[src/sv/pntag_pkg.sv]
package pntag_pkg;

    localparam int MAX_DIMS = 8;
    localparam int DIM_W    = (MAX_DIMS > 1) ? $clog2(MAX_DIMS) : 1;
    localparam int CNT_W    = $clog2(MAX_DIMS + 1);

    localparam int ADDR_W = 5;
    localparam int DATA_W = 32;

    localparam logic [1:0] FUNC_LOAD  = 2'd0;
    localparam logic [1:0] FUNC_BEGIN = 2'd1;
    localparam logic [1:0] FUNC_STEP  = 2'd2;

    localparam logic [2:0] REG_DIMS_IN_USE     = 3'd0;
    localparam logic [2:0] REG_START_PAGE      = 3'd1;
    localparam logic [2:0] REG_TILES_FOR_CORE  = 3'd2;
    localparam logic [2:0] REG_TILES_PER_GROUP = 3'd3;
    localparam logic [2:0] REG_ROW_TILES_HERE  = 3'd4;
    localparam logic [2:0] REG_ROW_TILES_TOTAL = 3'd5;

    typedef struct packed {
        logic [1:0]  func;
        logic [2:0]  dim_index;
        logic [31:0] extent;
        logic [31:0] skip_pages;
        logic [31:0] first_index;
    } in_item_t;

    typedef struct packed {
        logic [31:0] page_id;
        logic        do_read;
        logic [15:0] slot;
        logic        group_end;
        logic        last_tile;
    } out_item_t;

    typedef struct packed {
        logic [3:0]  dims_in_use;
        logic [31:0] start_page;
        logic [31:0] tiles_for_core;
        logic [15:0] tiles_per_group;
        logic [15:0] row_tiles_here;
        logic [15:0] row_tiles_total;
    } cfg_t;

    typedef struct packed {
        logic capture;
        logic load;
        logic start;
        logic step;
        logic carry;
    } cmd_t;

    typedef struct packed {
        logic [1:0] func;
        logic       run_done;
        logic       chain_off;
        logic       carry_more;
    } status_t;

endpackage

[src/sv/pntag_ctrl.sv]
module pntag_ctrl
(
    input  logic               clk,
    input  logic               rst_n,
    input  logic               in_valid,
    output logic               in_ready,
    output logic               out_valid,
    input  logic               out_ready,
    input  pntag_pkg::status_t status,
    output pntag_pkg::cmd_t    cmd
);

    typedef enum logic [1:0] {
        ST_IDLE,
        ST_EXEC,
        ST_CARRY
    } state_t;

    state_t state_reg;
    state_t state_next;
    logic   out_valid_reg;
    logic   out_valid_next;
    logic   out_free;

    assign in_ready  = (state_reg == ST_IDLE);
    assign out_valid = out_valid_reg;
    assign out_free  = !out_valid_reg || out_ready;

    always_comb
    begin
        state_next  = state_reg;
        cmd         = '0;
        cmd.capture = in_valid && (state_reg == ST_IDLE);
        case (state_reg)
            ST_IDLE:
            begin
                if (in_valid)
                begin
                    state_next = ST_EXEC;
                end
            end
            ST_EXEC:
            begin
                case (status.func)
                    pntag_pkg::FUNC_LOAD:
                    begin
                        cmd.load   = 1'b1;
                        state_next = ST_IDLE;
                    end
                    pntag_pkg::FUNC_BEGIN:
                    begin
                        cmd.start  = 1'b1;
                        state_next = ST_IDLE;
                    end
                    pntag_pkg::FUNC_STEP:
                    begin
                        if (status.run_done)
                        begin
                            state_next = ST_IDLE;
                        end
                        else if (out_free)
                        begin
                            cmd.step   = 1'b1;
                            state_next = status.chain_off ? ST_IDLE : ST_CARRY;
                        end
                    end
                    default:
                    begin
                        state_next = ST_IDLE;
                    end
                endcase
            end
            ST_CARRY:
            begin
                cmd.carry = 1'b1;
                if (!status.carry_more)
                begin
                    state_next = ST_IDLE;
                end
            end
            default:
            begin
                state_next = ST_IDLE;
            end
        endcase
    end

    always_comb
    begin
        if (cmd.step)
        begin
            out_valid_next = 1'b1;
        end
        else if (out_valid_reg && out_ready)
        begin
            out_valid_next = 1'b0;
        end
        else
        begin
            out_valid_next = out_valid_reg;
        end
    end

    always_ff @(posedge clk or negedge rst_n)
    begin
        if (!rst_n)
        begin
            state_reg     <= ST_IDLE;
            out_valid_reg <= 1'b0;
        end
        else
        begin
            state_reg     <= state_next;
            out_valid_reg <= out_valid_next;
        end
    end

endmodule

[src/sv/pntag_dp.sv]
module pntag_dp
(
    input  logic                 clk,
    input  logic                 rst_n,
    input  pntag_pkg::cfg_t      cfg,
    input  pntag_pkg::in_item_t  in_data,
    input  pntag_pkg::cmd_t      cmd,
    output pntag_pkg::status_t   status,
    output pntag_pkg::out_item_t out_data
);

    pntag_pkg::in_item_t  item_reg;
    pntag_pkg::out_item_t out_reg;

    logic [31:0] extent_tab_reg [pntag_pkg::MAX_DIMS];
    logic [31:0] skip_tab_reg   [pntag_pkg::MAX_DIMS];
    logic [31:0] index_tab_reg  [pntag_pkg::MAX_DIMS];

    logic [31:0]               page_reg;
    logic [31:0]               page_next;
    logic [31:0]               done_reg;
    logic [31:0]               done_next;
    logic [15:0]               slot_reg;
    logic [15:0]               slot_next;
    logic [pntag_pkg::CNT_W-1:0] dim_reg;
    logic [pntag_pkg::CNT_W-1:0] dim_next;

    logic [pntag_pkg::CNT_W-1:0] dims_n;
    logic [pntag_pkg::DIM_W-1:0] load_ix;
    logic                        load_ok;
    logic [pntag_pkg::DIM_W-1:0] cur_ix;
    logic [31:0]                 cur_inc;
    logic                        cur_wrap;

    logic [31:0] extra;
    logic [31:0] limit;
    logic        rd;
    logic [31:0] done_inc;
    logic        last;
    logic [16:0] group;
    logic [16:0] slot_inc;
    logic        gend;

    // active dimension count, clamped
    assign dims_n = (32'(cfg.dims_in_use) > 32'(pntag_pkg::MAX_DIMS))
                    ? pntag_pkg::CNT_W'(pntag_pkg::MAX_DIMS)
                    : pntag_pkg::CNT_W'(cfg.dims_in_use);

    assign load_ok = 32'(item_reg.dim_index) < 32'(pntag_pkg::MAX_DIMS);
    assign load_ix = pntag_pkg::DIM_W'(item_reg.dim_index);

    // one dimension of the carry chain per cycle
    assign cur_ix   = dim_reg[pntag_pkg::DIM_W-1:0];
    assign cur_inc  = index_tab_reg[cur_ix] + 32'd1;
    assign cur_wrap = (cur_inc == extent_tab_reg[cur_ix]);

    // padding test on the innermost dimension
    assign extra = 32'(cfg.row_tiles_total) - 32'(cfg.row_tiles_here);
    assign limit = extent_tab_reg[0] - extra;
    assign rd    = !(index_tab_reg[0] >= limit);

    assign done_inc = done_reg + 32'd1;
    assign last     = (done_inc == cfg.tiles_for_core);
    assign group    = (cfg.tiles_per_group == 16'd0) ? 17'd1 : 17'(cfg.tiles_per_group);
    assign slot_inc = 17'(slot_reg) + 17'd1;
    assign gend     = (slot_inc >= group) || last;

    assign status.func       = item_reg.func;
    assign status.run_done   = (done_reg >= cfg.tiles_for_core);
    assign status.chain_off  = (dims_n == '0);
    assign status.carry_more = cur_wrap && ((dim_reg + pntag_pkg::CNT_W'(1)) < dims_n);

    assign out_data = out_reg;

    always_comb
    begin
        page_next = page_reg;
        done_next = done_reg;
        slot_next = slot_reg;
        dim_next  = dim_reg;
        if (cmd.start)
        begin
            page_next = cfg.start_page;
            done_next = '0;
            slot_next = '0;
        end
        else if (cmd.step)
        begin
            page_next = page_reg + 32'd1;
            done_next = done_inc;
            slot_next = gend ? 16'd0 : slot_inc[15:0];
            dim_next  = '0;
        end
        else if (cmd.carry)
        begin
            if (cur_wrap)
            begin
                page_next = page_reg + skip_tab_reg[cur_ix];
            end
            dim_next = dim_reg + pntag_pkg::CNT_W'(1);
        end
    end

    always_ff @(posedge clk or negedge rst_n)
    begin
        if (!rst_n)
        begin
            page_reg <= '0;
            done_reg <= '0;
            slot_reg <= '0;
            dim_reg  <= '0;
        end
        else
        begin
            page_reg <= page_next;
            done_reg <= done_next;
            slot_reg <= slot_next;
            dim_reg  <= dim_next;
        end
    end

    always_ff @(posedge clk)
    begin
        if (cmd.capture)
        begin
            item_reg <= in_data;
        end
        if (cmd.step)
        begin
            out_reg.page_id   <= page_reg;
            out_reg.do_read   <= rd;
            out_reg.slot      <= slot_reg;
            out_reg.group_end <= gend;
            out_reg.last_tile <= last;
        end
        if (cmd.load && load_ok)
        begin
            extent_tab_reg[load_ix] <= item_reg.extent;
            skip_tab_reg[load_ix]   <= item_reg.skip_pages;
            index_tab_reg[load_ix]  <= item_reg.first_index;
        end
        else if (cmd.carry)
        begin
            index_tab_reg[cur_ix] <= cur_wrap ? 32'd0 : cur_inc;
        end
    end

endmodule

[src/sv/padded_nd_tile_address_generator.sv]
// Walks the tiles of a padded N-dimensional slice, one beat in and at most one beat
// out per item. Load beats fill one dimension entry, a begin beat restarts the page
// counter at start_page, and each step beat returns the tile's page, read/skip flag,
// group slot, group end and last tile marks, then advances the page and ripples the
// index carry. The carry walks one dimension per cycle in a shared incrementer, and
// a tile step's carry visits 1 to dims_in_use dimensions (at most 8, and none when
// dims_in_use is 0); load, begin and ignored step beats have no carry. A step waits
// while a previous result beat is still held. Configuration must be written over the
// APB port only while the block is idle; the block itself does not enforce this.
module padded_nd_tile_address_generator
(
    input  logic                             clk,
    input  logic                             rst_n,
    input  logic                             psel,
    input  logic                             penable,
    input  logic                             pwrite,
    input  logic [pntag_pkg::ADDR_W-1:0]     paddr,
    input  logic [pntag_pkg::DATA_W-1:0]     pwdata,
    output logic [pntag_pkg::DATA_W-1:0]     prdata,
    output logic                             pready,
    input  logic                             in_valid,
    output logic                             in_ready,
    input  pntag_pkg::in_item_t              in_data,
    output logic                             out_valid,
    input  logic                             out_ready,
    output pntag_pkg::out_item_t             out_data
);

    pntag_pkg::cfg_t    cfg_reg;
    pntag_pkg::cmd_t    cmd;
    pntag_pkg::status_t status;
    logic               wr_en;
    logic [2:0]         reg_ix;

    assign pready = 1'b1;
    assign wr_en  = psel && penable && pwrite;
    assign reg_ix = paddr[4:2];

    always_ff @(posedge clk or negedge rst_n)
    begin
        if (!rst_n)
        begin
            cfg_reg.dims_in_use     <= 4'd1;
            cfg_reg.start_page      <= '0;
            cfg_reg.tiles_for_core  <= '0;
            cfg_reg.tiles_per_group <= 16'd1;
            cfg_reg.row_tiles_here  <= '0;
            cfg_reg.row_tiles_total <= '0;
        end
        else if (wr_en)
        begin
            case (reg_ix)
                pntag_pkg::REG_DIMS_IN_USE:     cfg_reg.dims_in_use     <= pwdata[3:0];
                pntag_pkg::REG_START_PAGE:      cfg_reg.start_page      <= pwdata;
                pntag_pkg::REG_TILES_FOR_CORE:  cfg_reg.tiles_for_core  <= pwdata;
                pntag_pkg::REG_TILES_PER_GROUP: cfg_reg.tiles_per_group <= pwdata[15:0];
                pntag_pkg::REG_ROW_TILES_HERE:  cfg_reg.row_tiles_here  <= pwdata[15:0];
                pntag_pkg::REG_ROW_TILES_TOTAL: cfg_reg.row_tiles_total <= pwdata[15:0];
                default:
                begin
                end
            endcase
        end
    end

    always_comb
    begin
        case (reg_ix)
            pntag_pkg::REG_DIMS_IN_USE:     prdata = 32'(cfg_reg.dims_in_use);
            pntag_pkg::REG_START_PAGE:      prdata = cfg_reg.start_page;
            pntag_pkg::REG_TILES_FOR_CORE:  prdata = cfg_reg.tiles_for_core;
            pntag_pkg::REG_TILES_PER_GROUP: prdata = 32'(cfg_reg.tiles_per_group);
            pntag_pkg::REG_ROW_TILES_HERE:  prdata = 32'(cfg_reg.row_tiles_here);
            pntag_pkg::REG_ROW_TILES_TOTAL: prdata = 32'(cfg_reg.row_tiles_total);
            default:                        prdata = '0;
        endcase
    end

    pntag_ctrl u_ctrl
    (
        .clk       (clk),
        .rst_n     (rst_n),
        .in_valid  (in_valid),
        .in_ready  (in_ready),
        .out_valid (out_valid),
        .out_ready (out_ready),
        .status    (status),
        .cmd       (cmd)
    );

    pntag_dp u_dp
    (
        .clk      (clk),
        .rst_n    (rst_n),
        .cfg      (cfg_reg),
        .in_data  (in_data),
        .cmd      (cmd),
        .status   (status),
        .out_data (out_data)
    );

endmodule

[config.mk]
export PLATFORM = sky130hd
export DESIGN_NAME = padded_nd_tile_address_generator
export DESIGN_NICKNAME = d
export VERILOG_FILES = /design/src/sv/pntag_pkg.sv /design/src/sv/pntag_ctrl.sv /design/src/sv/pntag_dp.sv /design/src/sv/padded_nd_tile_address_generator.sv
export SDC_FILE = /design/constraint.sdc
export NUM_CORES = 1
export LEC_CHECK = 0
export BUFFER_PORTS_ARGS = -buffer_cell sky130_fd_sc_hd__buf_2
export CAP_MARGIN = 20
export CORE_UTILIZATION = 49
export CTS_BUF_LIST = sky130_fd_sc_hd__clkbuf_2 sky130_fd_sc_hd__clkbuf_4 sky130_fd_sc_hd__clkbuf_8
export DETAILED_ROUTE_END_ITERATION = 8
export HOLD_SLACK_MARGIN = 0.02
export MAX_ROUTING_LAYER = met4
export PLACE_DENSITY = 0.63
export SYNTH_ARGS = -nofsm -noshare
export SYNTH_HDL_FRONTEND = slang
export SYNTH_HIERARCHICAL = 1
export SYNTH_SLANG_ARGS = --single-unit
[constraint.sdc]
create_clock -name clk -period 18.7 [get_ports clk]
set_clock_uncertainty 0.05 [all_clocks]
set_input_delay 3.74 -clock clk [delete_from_list [all_inputs] [get_ports clk]]
set_output_delay 3.74 -clock clk [all_outputs]
set_load 0.01 [all_outputs]
======== After elaboration in Yosys (flattened, before gate mapping) ========
Memories as Yosys holds them, arrays and structs flattened.
Cells that the tools add are included.
storage, ports and cells
  register bits ........................... 355
  memory bits (writable) .................. 768
  output and inout bits ................... 86
  logic and storage cells ................. 121
  memories kept ........................... 3
operators by class
  $add $sub $neg .......................... 8
  order comparisons ....................... 5
  equality and inequality tests ........... 14
  multiplexer cells ....................... 39
  bitwise operators ....................... 1
  reductions and logical operators ........ 29
memories
  memory               depth  width  rd ports  clocked after memory_dff  write ports  line            RTL
  u_dp.extent_tab_reg  8      32     2         0                         1            pntag_dp.sv:15  logic [31:0] extent_tab_reg [pntag_pkg::MAX_DIMS];
  u_dp.index_tab_reg   8      32     2         0                         1            pntag_dp.sv:17  logic [31:0] index_tab_reg [pntag_pkg::MAX_DIMS];
  u_dp.skip_tab_reg    8      32     1         0                         1            pntag_dp.sv:16  logic [31:0] skip_tab_reg [pntag_pkg::MAX_DIMS];
operator list
  kind                     number
  $mux W32                 8
  $pmux W32 S6             1
  $add A32 B1 Y32 const B  3
  $eq A32 B32 Y1           2
  $ge A32 B32 Y1           2
  $mux W16                 4
  $add A32 B32 Y32         1
  $reduce_or A32 Y1        1
  $sub A32 B32 Y32         1
  $add A16 B1 Y17 const B  1
  $ge A17 B17 Y1           1
  $sub A16 B16 Y17         1
  $logic_not A16 Y1        1
  $reduce_and A2 Y1        8
  $mux W1                  14
  $mux W2                  6
  $mux W4                  3
  $eq A3 B2 Y1 const B     2
  $eq A3 B3 Y1 const B     2
  $mux W3                  2
  $pmux W2 S3              1
  $reduce_bool A2 Y1       3
  $reduce_bool A3 Y1       2
  $logic_and A1 B1 Y1      5
  15 further kinds         21

======== Logic depth before layout (Yosys ltp) ========
Gate-level depths: netlist of run 1.
  depth after elaboration ................. 10
  depth in mapped cells ................... 37
  gate-level depth less buffers ........... 36

======== By module ========
The synthesis of run 1 kept the hierarchy.
by module, submodules not included
  module                            times used  cells an instance  area each (um^2)  seq. area each (um^2)
  pntag_dp                          1           3062               46857.4           29728.5
  padded_nd_tile_address_generator  1           378                5755.5            2905.3
  pntag_ctrl                        1           19                 205.2             75.1

======== Worst setup path before layout of run 1 ========
No wires, ideal clock.
  kind .................................... input port to output port
  start ................................... in paddr[2] in the netlist's numbering
  end ..................................... out prdata[10] in the netlist's numbering
  data arrival time ....................... 4.705 ns
  required time ........................... 14.910 ns
  slack ................................... 10.205 ns
  stages .................................. 6
  path buffers ............................ 3
  path through ............................ buf_6 > buf_4 > buf_4 > mux2i_1 > o22ai_1 > a31o_2
on the way
  longest elaborated chain between the ends .. 2
  elaborated cells between the ends (all ways) .. 7
ends and longest elaborated chain
  what                                        line                                    RTL
  start: declaration                          padded_nd_tile_address_generator.sv:17  input logic [pntag_pkg::ADDR_W-1:0] paddr,
  $eq A3 B3 Y1, or another cell as far along  padded_nd_tile_address_generator.sv:68  case (reg_ix)
  $pmux W32 S6 (*)                            padded_nd_tile_address_generator.sv:68
  end: declaration                            padded_nd_tile_address_generator.sv:19  output logic [pntag_pkg::DATA_W-1:0] prdata,
Every way passes the cells marked *; elsewhere a longest branch is shown, timed or not.

======== Final worst setup path of run 1 ========
  start ................................... in paddr[2] in the netlist's numbering
  end ..................................... out prdata[31] in the netlist's numbering
The elaborated chain is that of the path after synthesis.

==> results.toml, run 1 <==
[outcome]
status = "completed"

[global_routing]
grt_max_degree = 101
grt_pass1_vias = 30600
grt-ovfl-total = 0
grt_usage_pct = 24.9
antenna_found_initial = 5
grt_pass1_wl_um = 194000

[critical_path]
cp_max_fo = 51
crit_path_top_delay_cell = "buf_4"
critPathLaunchType = "primary input"
crit_required_ns = 14.91
path_cells = "buf_2, buf_4, nor2b_1, buf_4, a22oi_1, nor2_1, buf_2"
cp_slowest_stage_delay_ns = 0.62
crit_arrival_ns = 5.51
critPathCaptureType = "output pin"
critPathKind = "primary input to output pin"

[sta]
tightest_slew_ns = 1.09
rsz0062_at_grt = "no"
finalSetupViolCount = 0
slew_violations = 0
setup-tns-final_ns = 0
post-route-period-util_pct = 49.7
fmaxAchievable_mhz = 107
hold_viol = 0
maxSlewHeadroom_pct = 27.6
period_minus_slack_ns = 9.30

[yosys]
synth-edff-count = 920
synth_warnings = 6
synth_nets = 3772
ys_dominant_reg_cell = "edfxtp_1"
synth_cells = 3459
async_reset_ff_share_pct = 18.1
ys_ff_latch = 1123
synthDistinctLibCells = 107
synth_area_um2 = 52800
synth-seq-area-share_pct = 61.9
syn_area_per_cell_um2 = 15.3

[route]
drc = 0
drt-total-wl_um = 131000
drtAntennaViolNets = 0
wire_per_inst_um = 24.5
avgViaCountPerCell = 5.82
vias = 31100
dr.pass1.iters = 6
drtIter0Drc = 2913

[final_layout]
nets = 4094
most-common-layout-cells = "920 x edfxtp_1, 251 x nand2_1, 226 x buf_2, 201 x clkbuf_8, 198 x dfrtp_1"
final_common_cell = "edfxtp_1"
n_fill_cell = 8682
syn_to_final_growth_pct = 11.8
drive_gt1_share_pct = 25.5

[power_and_ir_drop]
leakagePower_nw = 22.2
pwr-share-seq_pct = 36.5
irDropWorstVdd_v = 0.000107
switching_power_mw = 2.93
powerDensity_nw_per_um2 = 142
p_sw_share_pct = 34.8
p_clk_share_pct = 25.8
intPower_mw = 5.48
combinationalPowerShare_pct = 37.7
power_mw = 8.41

[floorplan]
die_h_um = 330
initial_core_util_pct = 49.4
core-area_um2 = 107000
ios = 231
die-area_um2 = 109000
num_rows = 120
chipWidth_um = 330

[flow_run]
max-cap-violations = 0

[placed_design]
hpwl_um = 85100
portBuffers = 227
gp_congestion = 0.914

[cts]
cts-root-buf = "clkbuf_8"
cts_resized = 0
cts_hold_buffers = 0
clockBufferDepth = 3
cts_buffers = 183
clk_pin_slew_ns = 0.06
cts_max_level = 4
clk_latency_ns = 0.89
cts_tree = "done"
cts_num_sinks = 1123
post_cts_buffers = 0

[hold_path]
hold_path_class = "flip-flop to flip-flop"
==> cell usage after synthesis, types with 36 or more instances <==
cell / n / area [um2]
inv_1: 109 / 409
mux2_4: 97 / 1460
mux2_2: 61 / 687
xor2_1: 97 / 850
nor2_1: 133 / 499
nor3_1: 36 / 180
dfrtp_1: 201 / 5030
clkbuf_1: 46 / 173
a21o_1: 50 / 375
nand4_1: 43 / 269
a21oi_1: 130 / 651
nand2b_1: 37 / 231
xnor2_1: 112 / 981
nand2_1: 251 / 942
mux4_2: 170 / 3830
o21ai_0: 110 / 551
nand3_1: 51 / 255
mux2i_1: 109 / 1090
ha_1: 165 / 2060
edfxtp_1: 920 / 27600
==> path summary, 6_finish.rpt <==
path	cells after the start	startpoint	end	slack, ns
hold reg to reg	0	u_dp/page_reg[10]	u_dp/out_data[29]	0.44
setup reg to reg	32	cfg_reg[0]	u_dp/out_data[18]	10.71
max in group asynchronous	2	rst_n	cfg_reg[97]	14.34
min in group asynchronous	1	rst_n	u_dp/slot_reg[4]	2.83
setup / recovery	7	paddr[2]	prdata[31]	9.40
hold / removal	0	u_dp/page_reg[10]	u_dp/out_data[29]	0.44
==> worst max-delay path: cells and delay by family <==
family                 cells  cell delay (ns)
AOI/OAI and AO/OA          1             0.21
buffers and inverters      4             1.13
and+or+nand+nor            2             0.41
==> kinds of logic after synthesis <==
| kind of cell | synth area share, % |
|---|---|
| DFF | 61.9 |
| adders and majority gates | 4.02 |
| other | 0.00710 |
| xor gates and xnor gates | 3.47 |
| muxes | 14.3 |
| buffers and inverters | 2.62 |
| and+or+nand+nor | 7.00 |
| AOI/OAI and AO/OA | 6.70 |
==> per-stage QoR <==
stage | cell area (um2) | hold slack, ns | instances | worst slack, ns | utilization, %
finish | 59100 | 0.442 | 5336 | 9.40 | 55.3
global route | 59100 | 0.456 | 5336 | 9.30 | 55.3
CTS | 59000 | 0.441 | 5328 | 9.16 | 55.2
detailed placement | 55300 | 0.424 | 4997 | 9.17 | 51.7
global placement | 55300 | 0.425 | 4997 | 9.19 | 51.7
floorplan | 52800 | 0.373 | 3459 | 10.21 | -
==> power groups by stage <==
stage	Clock, mW	Sequential [mW]	Combinational [mW]
floorplan	0	3.02	2.46
global placement	0	3.12	3.12
detailed placement	0	3.12	3.15
CTS	2.22	3.07	3.17
global route	2.33	3.09	3.46
finish	2.17	3.07	3.17
==> layout make-up <==
type | instances | area [um2] | area share [%]
inverter | 111 | 419 | 0.710
multi-input combinational | 2086 | 18900 | 32.0
timing repair buffer | 276 | 1540 | 2.60
clock inverter | 54 | 419 | 0.710
sequential | 1123 | 32700 | 55.4
clock buffer | 277 | 3330 | 5.64
antenna | 6 | 15.0 | 0.0254
tap | 1403 | 1760 | 2.97
==> layer usage <==
| layer | up-vias | track usage, % | part of all wire [%] |
|---|---|---|---|
| met5 | - | - | 0 |
| met4 | 0 | 6.86 | 2.2 |
| met3 | 186 | 4.14 | 6.0 |
| met2 | 1044 | 37.6 | 47 |
| met1 | 15700 | 35.0 | 45 |
| li1 | 14100 | - | - |
Note: power is estimated with default switching activity, not from simulation.
==> inputs of run 2 (changes only) <==
- clock period: 18.7 -> 9.4 ns (I/O delays scaled with it)
==> run 2 against run 1 <==
Compared with the run above:
- non-clock buffer count down 3
- final cell count about the same
- cell area about the same
==> results.toml, run 2 (synthesis results as in run 1) <==
[global_routing]
grt-ovfl-total = 0
grt_pass1_wl_um = 195000
grt_max_degree = 106
grt_pass1_vias = 30500
antenna_found_initial = 6
grt_usage_pct = 25.0

[sta]
post-route-period-util_pct = 80.1
setup-tns-final_ns = 0
tightest_slew_ns = 1.11
fin_ws_ns = 1.87
whs_ns = 0.430
hold_viol = 0
period_minus_slack_ns = 7.53
finalSetupViolCount = 0
rsz0062_at_grt = "no"
slew_violations = 0
fmaxAchievable_mhz = 133
maxSlewHeadroom_pct = 25.0

[cts]
cts_max_level = 4
cts_num_sinks = 1123
clk_pin_slew_ns = 0.06
post_cts_buffers = 0
cts_tree = "done"
clk_latency_ns = 0.89
cts_buffers = 184
cts_hold_buffers = 0
cts_resized = 0
clockBufferDepth = 3
cts-root-buf = "clkbuf_8"

[route]
drc = 0
avgViaCountPerCell = 5.81
dr.pass1.iters = 5
drtAntennaViolNets = 0
wire_per_inst_um = 24.8
drt-total-wl_um = 132000
drtIter0Drc = 2703
vias = 31000

[floorplan]
initial_core_util_pct = 49.4
num_rows = 120
core-area_um2 = 107000
die_h_um = 330
chipWidth_um = 330
die-area_um2 = 109000
ios = 231

[power_and_ir_drop]
power_mw = 16.8
powerDensity_nw_per_um2 = 284
leakagePower_nw = 22.2
irDropWorstVdd_v = 0.000149

[critical_path]
path_common_cell = "a21o_1"
cp_max_fo = 21
cp_slowest_stage_delay_ns = 0.63
crit_arrival_ns = 8.21
critPathLaunchType = "flip-flop"
crit_required_ns = 10.08
critPathKind = "flip-flop to flip-flop"
crit_path_top_delay_cell = "o41ai_1"
critPathCaptureType = "flip-flop"

[final_layout]
nets = 4092
most-common-layout-cells = "920 x edfxtp_1, 251 x nand2_1, 227 x buf_2, 198 x dfrtp_1, 198 x clkbuf_8"
syn_to_final_growth_pct = 11.9
finalNonFillerCells = 5337
drive_gt1_share_pct = 25.1
n_fill_cell = 8704
final_common_cell = "edfxtp_1"

[flow_run]
max-cap-violations = 0

[outcome]
status = "completed"

[placed_design]
place_inst = 4994
portBuffers = 227
hpwl_um = 86300
gp_congestion = 0.918
pre_cts_ws_ns = 1.88

[hold_path]
hold_path_class = "flip-flop to flip-flop"
[run 2: cell count changes in the layout (fill, tap and decap cells not counted), moves of 3 or more]
cell      change
clkinv_1     +18
inv_6         -3
clkbuf_4     -15
clkinv_2      +6
diode_2       -4
inv_8         -4
inv_12        +4
buf_4         -6
clkbuf_8      -3
[run 2: cell type report]
| class | count | area [um2] | area share (%) |
|---|---|---|---|
| sequential | 1123 | 32700 | 55.4 |
| tap | 1403 | 1760 | 2.97 |
| clock buffer | 259 | 3180 | 5.38 |
| clock inverter | 80 | 609 | 1.03 |
| antenna | 2 | 5.00 | 0.00847 |
| multi-input combinational | 2086 | 18900 | 31.9 |
| inverter | 111 | 419 | 0.709 |
| timing repair buffer | 273 | 1530 | 2.59 |
[run 2: metal layers]
layer,vias to the layer above,GRT usage [%],routed length (um),part of all wire (%)
li1,14100,-,-,-
met5,-,-,0,0
met3,190,4.04,8620,6.5
met4,0,7.23,2960,2.2
met2,1059,37.8,61600,47
met1,15700,35.1,59100,45
[run 2: per-stage QoR]
| stage | utilization, % | cell area, um2 |
|---|---|---|
| 2_1_floorplan | - | 52800 |
| 3_3_place_gp | 51.7 | 55300 |
| 3_5_place_dp | 51.7 | 55300 |
| 4_1_cts | 55.3 | 59100 |
| 5_1_grt | 55.3 | 59100 |
| 6_report | 55.3 | 59100 |
[run 2: where the power goes]
group	leakage [nW]	total, mW	switching, mW	internal, mW
Clock	2.00	4.35	2.01	2.35
Sequential	10.9	6.14	0.414	5.73
Combinational	9.29	6.28	3.47	2.82
Total	22.2	16.8	5.89	10.9
[run 2: final timing paths]
path,cells past startpoint,startpoint,slack (ns),end
worst min-delay path,0,u_dp/page_reg[12],0.43,u_dp/out_data[31]
max in group asynchronous,2,rst_n,6.87,u_dp/dim_reg[0]
worst max-delay path,33,u_dp/done_reg[0],1.87,u_dp/page_reg[31]
worst min register to register,0,u_dp/page_reg[12],0.43,u_dp/out_data[31]
worst max register to register,33,u_dp/done_reg[0],1.87,u_dp/page_reg[31]
min in group asynchronous,1,rst_n,0.99,u_dp/slot_reg[15]
[run 2: worst max-delay path: cells and delay by family, from the launching register on]
| kind | cells | cell delay [ns] |
|---|---|---|
| AO/OA/AOI/OAI | 18 | 4.02 |
| AND/OR/NAND/NOR | 9 | 1.49 |
| buffers and inverters | 3 | 0.64 |
| adder cells (fa/ha/maj) | 2 | 0.56 |
| flip-flops | 1 | 0.42 |
| XOR/XNOR | 1 | 0.20 |
